[src/design/touch_packet_tracker_defines.svh]
// ----------------------------------------------------------------------------
// Touch packet tracker assertion macros
// Shared checking macros for the tracker RTL.
// ----------------------------------------------------------------------------
`ifndef TOUCH_PACKET_TRACKER_DEFINES_SVH
`define TOUCH_PACKET_TRACKER_DEFINES_SVH

// Check a property on every clock edge outside reset.
`define TPT_CHECK(label, prop, msg) \
  label: assert property (@(posedge clk) disable iff (rst) (prop)) else $error(msg);

// Check a property on every clock edge, reset included.
`define TPT_CHECK_ALWAYS(label, prop, msg) \
  label: assert property (@(posedge clk) (prop)) else $error(msg);

`endif

[src/design/tpt_pkg.sv]
// ----------------------------------------------------------------------------
// Touch packet tracker package
// Constants, register indexes and sequencer codes for the tracker.
// ----------------------------------------------------------------------------
package tpt_pkg;

  localparam int COORD_BITS = 10;

  // Configuration register indexes
  localparam logic [1:0] REG_SCAN_PERIOD   = 2'd0;
  localparam logic [1:0] REG_RELEASE_WAIT  = 2'd1;
  localparam logic [1:0] REG_SLEEP_WAIT    = 2'd2;
  localparam logic [1:0] REG_POLL_INTERVAL = 2'd3;

  // Register reset values
  localparam logic [3:0]  RST_PERIOD  = 4'd5;
  localparam logic [7:0]  RST_RELEASE = 8'd20;
  localparam logic [12:0] RST_SLEEP   = 13'd5000;
  localparam logic [15:0] RST_POLL    = 16'd30000;

  // Packet byte layout
  localparam int SYNC_BIT = 7;
  localparam int PEN_BIT  = 6;

  // Period handling
  localparam logic [3:0] MAX_PERIOD    = 4'd10;
  localparam logic [6:0] SLEEP_TICK_MS = 7'd100;

  // Packet phases
  localparam logic [1:0] PH_HEAD   = 2'd0;
  localparam logic [1:0] PH_MIDDLE = 2'd1;
  localparam logic [1:0] PH_LAST   = 2'd2;

  // Divider: 13-bit dividend, one quotient bit per cycle
  localparam int         DIV_BITS = 13;
  localparam logic [3:0] DIV_LAST = 4'd12;

  // Sequencer states
  localparam logic [1:0] S_IDLE = 2'd0;
  localparam logic [1:0] S_DIV  = 2'd1;
  localparam logic [1:0] S_FIN  = 2'd2;

endpackage

[src/design/touch_packet_tracker.sv]
// ----------------------------------------------------------------------------
// Touch packet tracker
// Assembles three-byte touch packets, times pen release, sleep and polls.
// ----------------------------------------------------------------------------
// Usage:
//   Input channel (in_valid / in_stall, byte_present, rx_byte) carries one
//   request per polling tick. Output channel (out_valid / out_stall) returns
//   exactly one result per tick: report fields, asleep, next_tick_ms and
//   status_poll.
//   Configuration is a plain write port (write_en, write_index, write_data);
//   write it only while no tick is in flight.
//   The accepting edge does the byte and release handling; the shared
//   one-bit-per-cycle restoring divider then takes 13 steps for
//   release_wait, then 13 for sleep_wait, both divided by the effective
//   period (by one when asleep or the period is zero), and the final step
//   does the sleep and poll checks and loads the output register. A new tick
//   is taken only once the sequencer is back in its idle state; ticks never
//   overlap. in_stall is high while a tick is being worked on.
//   If the receiver stalls, the finished result holds in the output register
//   and the sequencer waits in its final step; a new tick is accepted once
//   the previous result has moved into the output register.
//   Reset (rst, synchronous) restores register defaults (period 5, release
//   20, sleep 5000, poll 30000), clears counters and the packet phase, and
//   empties the output register.
// ----------------------------------------------------------------------------
module touch_packet_tracker import tpt_pkg::*; (
  input  logic                  clk,
  input  logic                  rst,
  // configuration writes
  input  logic                  write_en,
  input  logic [1:0]            write_index,
  input  logic [15:0]           write_data,
  // tick requests
  input  logic                  in_valid,
  output logic                  in_stall,
  input  logic                  byte_present,
  input  logic [7:0]            rx_byte,
  // results
  output logic                  out_valid,
  input  logic                  out_stall,
  output logic                  report_valid,
  output logic                  pen_down,
  output logic [COORD_BITS-1:0] pos_x,
  output logic [COORD_BITS-1:0] pos_y,
  output logic                  asleep,
  output logic [6:0]            next_tick_ms,
  output logic                  status_poll
);

  `include "touch_packet_tracker_defines.svh"

  // Configuration registers
  logic [3:0]  scan_period;
  logic [7:0]  release_wait;
  logic [12:0] sleep_wait;
  logic [15:0] poll_interval;

  // Tracker state
  logic [1:0]            packet_phase;
  logic [7:0]            head_byte;
  logic [6:0]            middle_byte;
  logic [COORD_BITS-1:0] last_x;
  logic [COORD_BITS-1:0] last_y;
  logic                  pressed;
  logic [8:0]            release_count;
  logic [7:0]            release_limit;
  logic [12:0]           sleep_limit;
  logic [13:0]           idle_count;
  logic                  sleeping;
  logic [16:0]           poll_count;

  // Per-tick working registers
  logic [1:0] state;
  logic       rep;
  logic       rep_pen;
  logic [6:0] tick_ms;

  // Shared divider
  logic [DIV_BITS-1:0] div_quo;
  logic [3:0]          div_rem;
  logic [3:0]          div_den;
  logic [3:0]          div_cnt;
  logic                div_sel;   // 0: release limit, 1: sleep limit

  logic                accept;
  logic [3:0]          eff_period;
  logic                sleeping_next;
  logic [4:0]          div_shift;
  logic                div_ge;
  logic [3:0]          div_rem_next;
  logic [DIV_BITS-1:0] div_quo_next;
  logic                out_free;
  logic                fin_sleep;
  logic                fin_poll;

  assign accept   = in_valid && !in_stall;
  assign in_stall = (state != S_IDLE);
  assign out_free = !out_valid || !out_stall;

  // Clamp the period and note the sleep state after byte handling
  assign eff_period    = (scan_period > MAX_PERIOD) ? MAX_PERIOD : scan_period;
  assign sleeping_next = byte_present ? 1'b0 : sleeping;

  // One restoring division step: shift in the next dividend bit, subtract
  assign div_shift    = {div_rem, div_quo[DIV_BITS-1]};
  assign div_ge       = (div_shift >= {1'b0, div_den});
  assign div_rem_next = div_ge ? 4'(div_shift - {1'b0, div_den}) : div_shift[3:0];
  assign div_quo_next = {div_quo[DIV_BITS-2:0], div_ge};

  // Sleep and poll decisions of the final step
  assign fin_sleep = (idle_count > {1'b0, sleep_limit});
  assign fin_poll  = (poll_count > {1'b0, poll_interval});

  // Configuration writes
  always_ff @(posedge clk) begin
    if (rst) begin
      scan_period   <= RST_PERIOD;
      release_wait  <= RST_RELEASE;
      sleep_wait    <= RST_SLEEP;
      poll_interval <= RST_POLL;
    end else if (write_en) begin
      unique case (write_index)
        REG_SCAN_PERIOD:   scan_period   <= write_data[3:0];
        REG_RELEASE_WAIT:  release_wait  <= write_data[7:0];
        REG_SLEEP_WAIT:    sleep_wait    <= write_data[12:0];
        REG_POLL_INTERVAL: poll_interval <= write_data;
        default: ;
      endcase
    end
  end

  // Sequencer and tracker state
  always_ff @(posedge clk) begin
    if (rst) begin
      state         <= S_IDLE;
      packet_phase  <= PH_HEAD;
      last_x        <= '0;
      last_y        <= '0;
      pressed       <= 1'b0;
      release_count <= '0;
      release_limit <= RST_RELEASE;
      sleep_limit   <= RST_SLEEP;
      idle_count    <= '0;
      sleeping      <= 1'b0;
      poll_count    <= '0;
      out_valid     <= 1'b0;
    end else begin
      // load a finished result, or drop the result once it is taken
      if ((state == S_FIN) && out_free) begin
        out_valid <= 1'b1;
      end else if (out_valid && !out_stall) begin
        out_valid <= 1'b0;
      end

      unique case (state)
        S_IDLE: begin
          if (accept) begin
            rep     <= 1'b0;
            rep_pen <= 1'b0;
            if (byte_present) begin
              sleeping   <= 1'b0;
              idle_count <= '0;
              unique case (packet_phase)
                PH_MIDDLE: begin
                  if (!rx_byte[SYNC_BIT]) begin
                    middle_byte  <= rx_byte[6:0];
                    packet_phase <= PH_LAST;
                  end
                end
                PH_LAST: begin
                  if (!rx_byte[SYNC_BIT]) begin
                    packet_phase  <= PH_HEAD;
                    last_x        <= {head_byte[5:3], middle_byte};
                    last_y        <= {head_byte[2:0], rx_byte[6:0]};
                    pressed       <= head_byte[PEN_BIT];
                    release_count <= '0;
                    rep           <= 1'b1;
                    rep_pen       <= head_byte[PEN_BIT];
                  end
                end
                default: begin
                  // awaiting a head byte; the unused phase acts the same
                  if (rx_byte[SYNC_BIT]) begin
                    head_byte    <= rx_byte;
                    packet_phase <= PH_MIDDLE;
                  end else begin
                    packet_phase <= PH_HEAD;
                  end
                end
              endcase
            end else if (pressed) begin
              // forced pen release after too many idle ticks
              if (release_count > {1'b0, release_limit}) begin
                pressed       <= 1'b0;
                release_count <= '0;
                rep           <= 1'b1;
              end else begin
                release_count <= release_count + 9'd1;
              end
            end

            // pick the tick interval and the divisor; asleep or zero period
            // leaves the limits unscaled, which a divide by one gives
            if (sleeping_next) begin
              tick_ms <= SLEEP_TICK_MS;
              div_den <= 4'd1;
            end else if (eff_period != 4'd0) begin
              tick_ms <= {3'd0, eff_period};
              div_den <= eff_period;
            end else begin
              tick_ms <= 7'd1;
              div_den <= 4'd1;
            end

            div_quo <= {{(DIV_BITS-8){1'b0}}, release_wait};
            div_rem <= '0;
            div_cnt <= '0;
            div_sel <= 1'b0;
            state   <= S_DIV;
          end
        end

        S_DIV: begin
          if (div_cnt == DIV_LAST) begin
            div_cnt <= '0;
            div_rem <= '0;
            if (!div_sel) begin
              release_limit <= div_quo_next[7:0];
              div_quo       <= sleep_wait;
              div_sel       <= 1'b1;
            end else begin
              sleep_limit <= div_quo_next;
              state       <= S_FIN;
            end
          end else begin
            div_quo <= div_quo_next;
            div_rem <= div_rem_next;
            div_cnt <= div_cnt + 4'd1;
          end
        end

        S_FIN: begin
          // hold until the output register is free
          if (out_free) begin
            if (fin_sleep) begin
              sleeping <= 1'b1;
            end else begin
              idle_count <= idle_count + 14'd1;
            end
            if (fin_poll) begin
              poll_count <= '0;
            end else begin
              poll_count <= poll_count + 17'd1;
            end

            report_valid <= rep;
            pen_down     <= rep && rep_pen;
            pos_x        <= rep ? ~last_x : '0;
            pos_y        <= rep ? last_y : '0;
            asleep       <= sleeping || fin_sleep;
            next_tick_ms <= tick_ms;
            status_poll  <= fin_poll;
            state        <= S_IDLE;
          end
        end

        default: state <= S_IDLE;
      endcase
    end
  end

  // Assertions
  `TPT_CHECK(a_accept_starts_div, accept |=> (state == S_DIV), "accepted tick did not start divider")
  `TPT_CHECK(a_div_count_bound, (state == S_DIV) |-> (div_cnt <= DIV_LAST), "divider step count overran")
  `TPT_CHECK(a_div_rem_bound, (state == S_DIV) |-> (div_rem < div_den), "divider remainder not below divisor")
  `TPT_CHECK(a_out_held, ($fell(out_valid) && !$past(rst)) |-> !$past(out_stall), "result dropped while stalled")
  `TPT_CHECK(a_no_overwrite, (out_valid && out_stall && (state == S_FIN)) |=> (state == S_FIN), "result overwritten under stall")
  `TPT_CHECK_ALWAYS(a_reset_idle, rst |=> ((state == S_IDLE) && !out_valid), "reset left sequencer busy")

endmodule

[config.mk]
export PLATFORM = sky130hd
export DESIGN_NAME = touch_packet_tracker
export DESIGN_NICKNAME = d
export VERILOG_FILES = /design/src/design/tpt_pkg.sv /design/src/design/touch_packet_tracker.sv
export VERILOG_INCLUDE_DIRS = /design/src /design/src/design
export SDC_FILE = /design/constraint.sdc
export NUM_CORES = 1
export LEC_CHECK = 0
export ABC_CLOCK_PERIOD_IN_PS = 5900
export BUFFER_PORTS_ARGS = -buffer_cell sky130_fd_sc_hd__buf_2
export CAP_MARGIN = 40
export CORE_ASPECT_RATIO = 1.2
export CORE_MARGIN = 4
export CORE_UTILIZATION = 60
export DETAILED_ROUTE_END_ITERATION = 12
export GPL_TIMING_DRIVEN = 0
export PLACE_DENSITY = 0.87
export REMOVE_ABC_BUFFERS = 1
export SLEW_MARGIN = 20
export SYNTH_ARGS = -nofsm -noshare
export SYNTH_HDL_FRONTEND = slang
export SYNTH_SLANG_ARGS = --single-unit
export TNS_END_PERCENT = 5
[constraint.sdc]
create_clock -name clk -period 5.9 [get_ports clk]
set_input_delay 1.18 -clock clk [delete_from_list [all_inputs] [get_ports clk]]
set_output_delay 1.18 -clock clk [all_outputs]
set_load 0.02 [all_outputs]
# After elaboration in Yosys (flattened, before gate mapping)
# Cells that the tools add are included.
[word_totals]
wordCells = 165
in_bits = 32
reg_bits = 209
out_inout_bits = 33
[op_classes]
n_reduce_logical = 41
n_addsub = 5
n_eq_ne = 20
n_mux = 52
n_bitwise = 8
n_lt_le_gt_ge = 5
[ops]
columns = ["cell", "n"]
rows = [
  ["two-way mux 14 bit", 4],
  ["two-way mux 9 bit", 5],
  ["two-way mux 13 bit", 3],
  ["one-hot mux 14 bit (2 select lines)", 1],
  ["one-hot mux 13 bit (2 select lines)", 1],
  ["two-way mux 4 bit", 5],
  ["inequality test 2 bit (second input constant)", 10],
  ["AND reduction 4 bit", 5],
  ["AND reduction 5 bit", 4],
  ["two-way mux 1 bit", 19],
  ["adder 17 x 1 -> 17 bit (second input constant)", 1],
  ["> comparator 17 x 16 -> 1 bit", 1],
  ["two-way mux 17 bit", 1],
  ["one-hot mux 4 bit (2 select lines)", 2],
  ["AND reduction 3 bit", 5],
  ["adder 14 x 1 -> 14 bit (second input constant)", 1],
  ["> comparator 14 x 13 -> 1 bit", 1],
  ["two-way mux 2 bit", 6],
  ["AND reduction 6 bit", 2],
  ["inverter 10 bit", 1],
  ["AND reduction 2 bit", 5],
  ["nonzero test 2 bit", 5],
  ["adder 9 x 1 -> 9 bit (second input constant)", 1],
  ["> comparator 9 x 8 -> 1 bit", 1],
  ["other kinds (21)", 41],
]

# Logic depth before layout (Yosys ltp)
# Gate-level depths: netlist of the first run.
[depth]
word_depth = 5
mapped_depth = 9
depth_no_buf = 8

# Worst setup path before layout of the first run
# OpenSTA, ideal clock, no wires.
[synth_path]
path_type = "input -> register"
startpoint = "in out_stall"
endpoint = "reg idle_count[5]"
arrival_time_ps = 3157
setup_ps = 84
n_path_buf = 1
required_ps = 5816
path_slack_ps = 2658
path_stages = 6
path_cell_list = "nand2_1 nand2_1 nor2_1 nand2b_4 buf_6 o31ai_2"
[synth_via]
elab_chain_len = 4
[synth_lines]
columns = ["element", "line_no", "text"]
rows = [
  ["start: declaration", "touch_packet_tracker.sv:40", "input logic out_stall,"],
  ["zero test 1 bit", "touch_packet_tracker.sv:98", "assign out_free = !out_valid || !out_stall;"],
  ["logical OR 1 bit", "touch_packet_tracker.sv:98", ""],
  ["inequality test 2 bit (no source line)", "--", ""],
  ["AND reduction 5 bit (no source line)", "--", ""],
  ["end signal: assignment", "touch_packet_tracker.sv:248", "idle_count <= idle_count + 14'd1;"],
  ["end: declaration", "touch_packet_tracker.sv:68", "logic [13:0] idle_count;"],
]
# Every way passes these cells.
# A chain may end at the register's enable or synchronous reset.

# Worst setup path in the final report of the first run
[layout_path]
startpoint = "in rst"
endpoint = "reg div_quo[5] (enable)"
[layout_via]
elab_chain_len = 2
[layout_lines]
columns = ["element", "line_no", "text"]
rows = [
  ["start: declaration", "touch_packet_tracker.sv:28", "input logic rst,"],
  ["inverter 1 bit (no source line)", "--", ""],
  ["AND reduction 4 bit (no source line)", "--", ""],
  ["end signal: assignment", "touch_packet_tracker.sv:215", "div_quo <= {{(DIV_BITS-8){1'b0}}, release_wait};"],
  ["end signal: assignment", "touch_packet_tracker.sv:229", "div_quo <= sleep_wait;"],
  ["end signal: assignment", "touch_packet_tracker.sv:236", "div_quo <= div_quo_next;"],
  ["end: declaration", "touch_packet_tracker.sv:79", "logic [DIV_BITS-1:0] div_quo;"],
]
# Every way passes these cells.

==> flow_summary.json, run 1 <==
{
  "tns_ps": 0,
  "num_vias": 6959,
  "grt_setup_unrepaired": "no",
  "p_leak_nw": 4.019,
  "min_to": "next_tick_ms[0]",
  "synthesis.area_mm2": 0.009245,
  "crit_buf_inv": 2,
  "wl_per_cell_um": 15.48,
  "cp-start-kind": "input port",
  "critPathCaptureType": "flop",
  "max-vdd-ir-drop_mv": 0.2577,
  "cts_hold_buffers": 0,
  "hold_path_startpoint": "tick_ms[0]",
  "finalHoldViolCount": 0,
  "regArea_mm2": 0.004805,
  "seq_area_frac_synth_pct": 51.97,
  "drt.antenna.violating_nets": 0,
  "cts_root_buf": "clkbuf_16",
  "path_clk_slew_ps": 60,
  "cts_tree": "built",
  "fp.dieArea_mm2": 0.01747,
  "grt_pass1_vias": 6872,
  "hpwl_um": 13040,
  "slew_headroom_pct": 46.25,
  "grt_pass1_wl_um": 32360,
  "cts_buffers": 20,
  "synthFlopType": "dfxtp_1",
  "clock_path_buffers": 3,
  "finClkSkew_ps": 5.661,
  "synth_seq_cells": 203,
  "vias_per_cell": 5.639,
  "antenna_found_initial": 1,
  "p_per_area_mw_per_mm2": 283.2,
  "crit_family": "simple AND/OR/NAND/NOR gates",
  "slowest_delay_ps": 670,
  "cts-htree-levels": 1,
  "synthMostInstantiatedCell": "nand2_1",
  "die_w_um": 121.3,
  "worstPathMaxFanout": 50,
  "synth-async-reset-ratio_pct": 0,
  "firstDrtPassIters": 5,
  "syn_area_per_cell_um2": 9.580,
  "critical_path_arrival_ps": 2870,
  "cp_cell_sequence": "buf_4, buf_12, nor3_2, and2_1",
  "synth_commonest_cells": "nand2_1, dfxtp_1, a21oi_1, edfxtp_1, inv_1",
  "clock_sinks": 203,
  "r2r-start": "idle_count[11]",
  "ys.warnings.count": 0,
  "n_antenna_cell": 0,
  "area_growth_pct": 12.56,
  "synth_edf_count": 74,
  "syn_inst": 965,
  "die_y_um": 144.0,
  "finalCoreUtilization_pct": 69.00,
  "yosys.area.top_type_share_pct": 27.93,
  "run_status": "complete, no violations",
  "slew_violations": 0,
  "ff2ff_path_depth": 7,
  "clock_latency_ps": 480,
  "remaining_drc_errors": 0,
  "num_rows": 49,
  "routed_wirelength_um": 19100,
  "reg2reg_to": "idle_count[9]",
  "critPathKind": "input port to flop",
  "rrSetupSlack_ps": 3480,
  "fillers": 1116,
  "coreArea_mm2": 0.01508,
  "fmax_mhz": 363.9,
  "routabilityCongestion": 0.8533,
  "grt_max_degree": 76,
  "multi_input_area_mm2": 0.004046,
  "hold_class": "flop to flop",
  "io_pins": 65,
  "overflow": 0,
  "post_cts_buffers": 0,
  "required_ps": 6020,
  "maxCapViolCount": 0,
  "start_util_pct": 61.30,
  "fin_crit_sh_pct": 46.57,
  "yosysTopAreaCell": "dfxtp_1",
  "setup_viol": 0,
  "ys_types": 60,
  "cts_resized": 0,
  "dr.first_iter.drc_count": 477,
  "period_needed_ps": 2748,
  "hold_path_depth": 0,
  "drive_gt1_share_pct": 13.30,
  "grt_use_total_pct": 22.47,
  "critPathSlowestCell": "nor3_2",
  "portBuffers": 63,
  "ys_top_cells_by_area": "dfxtp_1, edfxtp_1, nand2_1, ha_1, a21oi_1",
  "worst_pin_slew_ps": 806.3,
  "final_nets": 1098
}
[flip-flops by register name, summed over array words and instances (netlist names), 4 cells and up]
name,count
last_x,10
scan_period,4
div_quo,13
next_tick_ms,5
idle_count,14
head_byte,7
release_count,9
last_y,10
div_rem,4
release_wait,8
tick_ms,5
div_cnt,4
sleep_limit,13
poll_interval,16
pos_y,10
pos_x,10
release_limit,8
middle_byte,7
sleep_wait,13
poll_count,17
[cells by family (layout without fill, tap and decap cells)]
group,Yosys count,count (layout),synth area share [%]
AO/OA/AOI/OAI,174,174,11.87
AND/OR/NAND/NOR,402,402,21.22
other,1,1,0.04056
flip-flops,203,203,51.97
XOR/XNOR,22,22,2.084
buffers and inverters,99,164,4.453
adder cells (fa/ha/maj),50,50,6.848
multiplexers,14,14,1.516
[cell usage in the layout, fill, tap and decap left out, types with 5 or more instances in the layout]
master / count
a21oi_1: 75
and4_1: 7
nand2_1: 203
inv_1: 56
and2_1: 16
xnor2_1: 5
o211ai_1: 25
o21ai_1: 7
and3_1: 11
dfxtp_1: 129
a211oi_1: 9
o21ai_0: 21
nor2_1: 51
a31oi_1: 9
buf_4: 5
nand3_1: 30
nor2b_1: 15
nand2b_1: 13
buf_2: 63
nor3_1: 10
ha_1: 49
edfxtp_1: 74
nor2_4: 11
clkbuf_16: 21
nand4_1: 13
mux2i_1: 14
xor2_1: 17
[through the flow]
step / worst slack [ps] / cells / hold slack (ps) / instance area (um^2) / total power, mW
final: 3152 / 1234 / 416.5 / 10410 / 2.947
after CTS: 3149 / 1232 / 419.3 / 10380 / 2.962
after detailed placement: 2648 / 1196 / 404.5 / 9689 / 1.668
after global routing: 3084 / 1234 / 431.9 / 10410 / 3.050
after floorplan: 2602 / 924 / 400.3 / 9051 / 1.607
after global placement: 1172 / 1191 / 404.6 / 9622 / 1.659
[worst register-to-register path: stages, from the launching register on]
cell and delay (ps):
dfxtp_1 380, ha_1 380, nand4b_4 150, nor3_1 240, a211oi_1 110, a21oi_2 570
nand2b_4 370, o21ai_1 110
[worst max path at each step]
stage | to | start | depth (start not counted)
CTS | div_quo[10] | rst | 3
global placement | idle_count[3] | rst | 4
floorplan | idle_count[12] | out_stall | 5
global route | div_quo[6] | rst | 4
finish | div_quo[5] | rst | 4
detailed placement | div_quo[2] | rst | 3
[metal layers]
metal  share of wire, %  track usage (%)
met5              0.068                0
met4                3.6            9.086
met3                5.3            3.482
met1                 40            26.04
met2                 51            41.46
[power breakdown]
part / total, mW / internal (mW) / switching (mW)
Clock: 1.31 / 0.788 / 0.517
Sequential: 1.50 / 1.48 / 0.0188
Combinational: 0.145 / 0.0487 / 0.0958
Total: 2.95 / 2.32 / 0.632
[cell type report]
cell class,count,share of cell area [%]
timing repair buffer,70,3.775
tap,204,2.453
clock buffer,27,5.651
inverter,58,2.092
multi-input combinational,663,38.88
sequential,203,46.17
clock inverter,9,0.9739
Power figures use the tool's default switching activity.
==> inputs of run 2 (changes only) <==
Settings changed: ABC_CLOCK_PERIOD_IN_PS 5900 to 2500, CORE_UTILIZATION 60 to 54, PLACE_DENSITY 0.87 to 0.83.
Clock period 5.9 ns to 2.5 ns, I/O delays scaled along.
==> flow_summary.json, run 2 (synthesis gave the netlist of run 1 again) <==
{
  "run_status": "complete, no violations",
  "critPathCaptureType": "flop",
  "grt_use_met2_pct": 35.04,
  "wl_per_cell_um": 15.22,
  "remaining_drc_errors": 0,
  "reg2reg_to": "idle_count[3]",
  "top_register": "poll_count",
  "p_sw_mw": 1.541,
  "io_pins": 65,
  "cts-htree-levels": 1,
  "slew_headroom_pct": 43.27,
  "largest_reg_flops": 17,
  "critical_path_arrival_ps": 2740,
  "crit_family": "compound AO/OA/AOI/OAI gates",
  "post_cts_buffers": 0,
  "regArea_mm2": 0.004805,
  "fillers": 1362,
  "grt_pass1_vias": 6704,
  "p_leak_nw": 4.003,
  "p_int_mw": 5.331,
  "maxCapViolCount": 0,
  "p_comb_share_pct": 4.9,
  "switching_share_pct": 22.42,
  "period_needed_ps": 2341,
  "portBuffers": 63,
  "hold_class": "input port to flop",
  "dr.first_iter.drc_count": 332,
  "pre_cts_ws_ps": -140.4,
  "grt_use_total_pct": 19.78,
  "finalHoldViolCount": 0,
  "crit_buf_inv": 0,
  "path_clk_slew_ps": 60,
  "cp_cell_sequence": "ha_1, a21oi_1, a21boi_0, o31ai_1, a21oi_4, nand2b_4, o31ai_1",
  "worstPathMaxFanout": 14,
  "seqPwrFrac_pct": 51.4,
  "drt.antenna.violating_nets": 0,
  "slowest_delay_ps": 480,
  "setup.worst_path.start": "idle_count[4]",
  "finalWorstSetupSlack_ps": 159.1,
  "antenna_found_initial": 0,
  "finalCoreUtilization_pct": 61.78,
  "cts_root_buf": "clkbuf_16",
  "start_util_pct": 54.86,
  "crit_path_frequent_cell": "o31ai_1",
  "final_common_cell": "nand2_1",
  "required_ps": 2900,
  "ff2ff_path_depth": 7,
  "setup_viol": 0,
  "n_antenna_cell": 0,
  "firstDrtPassIters": 5,
  "hpwl_um": 13170,
  "dpl.cell_count": 1208,
  "coreArea_mm2": 0.01685,
  "grt_setup_unrepaired": "no",
  "overflow": 0,
  "slew_violations": 0,
  "die_y_um": 151.3,
  "die_w_um": 127.4,
  "grt-busiest-layer": "met2",
  "rrSetupSlack_ps": 160,
  "gr-usage-met3_pct": 3.351,
  "routed_wirelength_um": 19000,
  "p_per_area_mw_per_mm2": 660.1,
  "cts_hold_buffers": 0,
  "clock_latency_ps": 500,
  "critPathSlowestCell": "o31ai_1",
  "r2r-start": "idle_count[4]",
  "routabilityCongestion": 0.8380,
  "finClkSkew_ps": 15.70,
  "clock_sinks": 203,
  "grt_util_met1_pct": 23.95,
  "grt_max_degree": 76,
  "multi_input_area_mm2": 0.004068,
  "fmax_mhz": 427.2,
  "num_vias": 6896,
  "cts_tree": "built",
  "crit_cells": 7,
  "drive_gt1_share_pct": 13.86,
  "clock_path_buffers": 3,
  "grt_pass1_wl_um": 31570,
  "critPathKind": "flop to flop",
  "cts_buffers": 21,
  "final_nets": 1099,
  "reg_top3": "poll_count x17, poll_interval x16, idle_count x14",
  "worst_pin_slew_ps": 850.9,
  "vias_per_cell": 5.526,
  "fin_crit_sh_pct": 93.64,
  "area_growth_pct": 12.60,
  "max-vdd-ir-drop_mv": 0.5541,
  "crit_end": "idle_count[3]",
  "num_rows": 52,
  "final_cell_count_no_fill": 1248,
  "cp-start-kind": "flop",
  "clkPwrFrac_pct": 43.7,
  "final_cell_mix": "nand2_1, dfxtp_1, a21oi_1, edfxtp_1, buf_2",
  "fp.dieArea_mm2": 0.01929
}
==> run 2: cell count changes in the layout (fill, tap and decap cells not counted), moves of 2 or more <==
cell / change
clkinvlp_4: +2
clkinv_1: -3
clkbuf_1: +3
clkbuf_8: -2
buf_12: -2
clkinv_2: +3
clkinv_4: -2
==> run 2: cell type report <==
class	instances	share of cell area (%)
multi-input combinational	663	39.07
inverter	58	2.091
tap	216	2.596
sequential	203	46.15
clock buffer	28	5.493
clock inverter	10	0.8894
timing repair buffer	70	3.702
==> run 2: through the flow <==
step,power (mW),area (um^2),setup TNS (ps),hold slack [ps]
final,6.871,10410,0,214.8
after global routing,7.119,10410,0,204.3
after CTS,6.936,10370,0,194.8
after detailed placement,3.937,9709,-1820,409.9
after global placement,3.918,9637,-107090,405.7
after floorplan,3.791,9051,-1133,400.3
==> run 2: power groups by stage <==
stage	registers, mW	clock network [mW]	logic [mW]
detailed placement	3.60	0	0.333
floorplan	3.59	0	0.203
finish	3.53	3.00	0.338
CTS	3.53	3.07	0.337
global placement	3.60	0	0.317
global route	3.54	3.20	0.381
==> run 2: layer usage <==
metal | up-vias | part of all wire [%]
met5 | - | 0
met4 | 0 | 3.6
met3 | 46 | 5.6
met2 | 187 | 50
met1 | 3236 | 41
li1 | 3427 | -
==> run 2: worst min-delay path by stage <==
stage               depth (start not counted)  startpoint  slack, ps              end
global placement                            0  tick_ms[5]        410  next_tick_ms[5]
global route                                1  rx_byte[1]        200   middle_byte[1]
detailed placement                          0  tick_ms[5]        410  next_tick_ms[5]
finish                                      1  rx_byte[1]        210     head_byte[1]
CTS                                         1  rx_byte[1]        190     head_byte[1]
floorplan                                   0  tick_ms[0]        400  next_tick_ms[0]
==> run 2: what timing repair did <==
action | in CTS | in global routing
endpoints found under the hold margin | 0 | 0
setup endpoints to repair | 0 | 24
gates resized for setup | 0 | 5
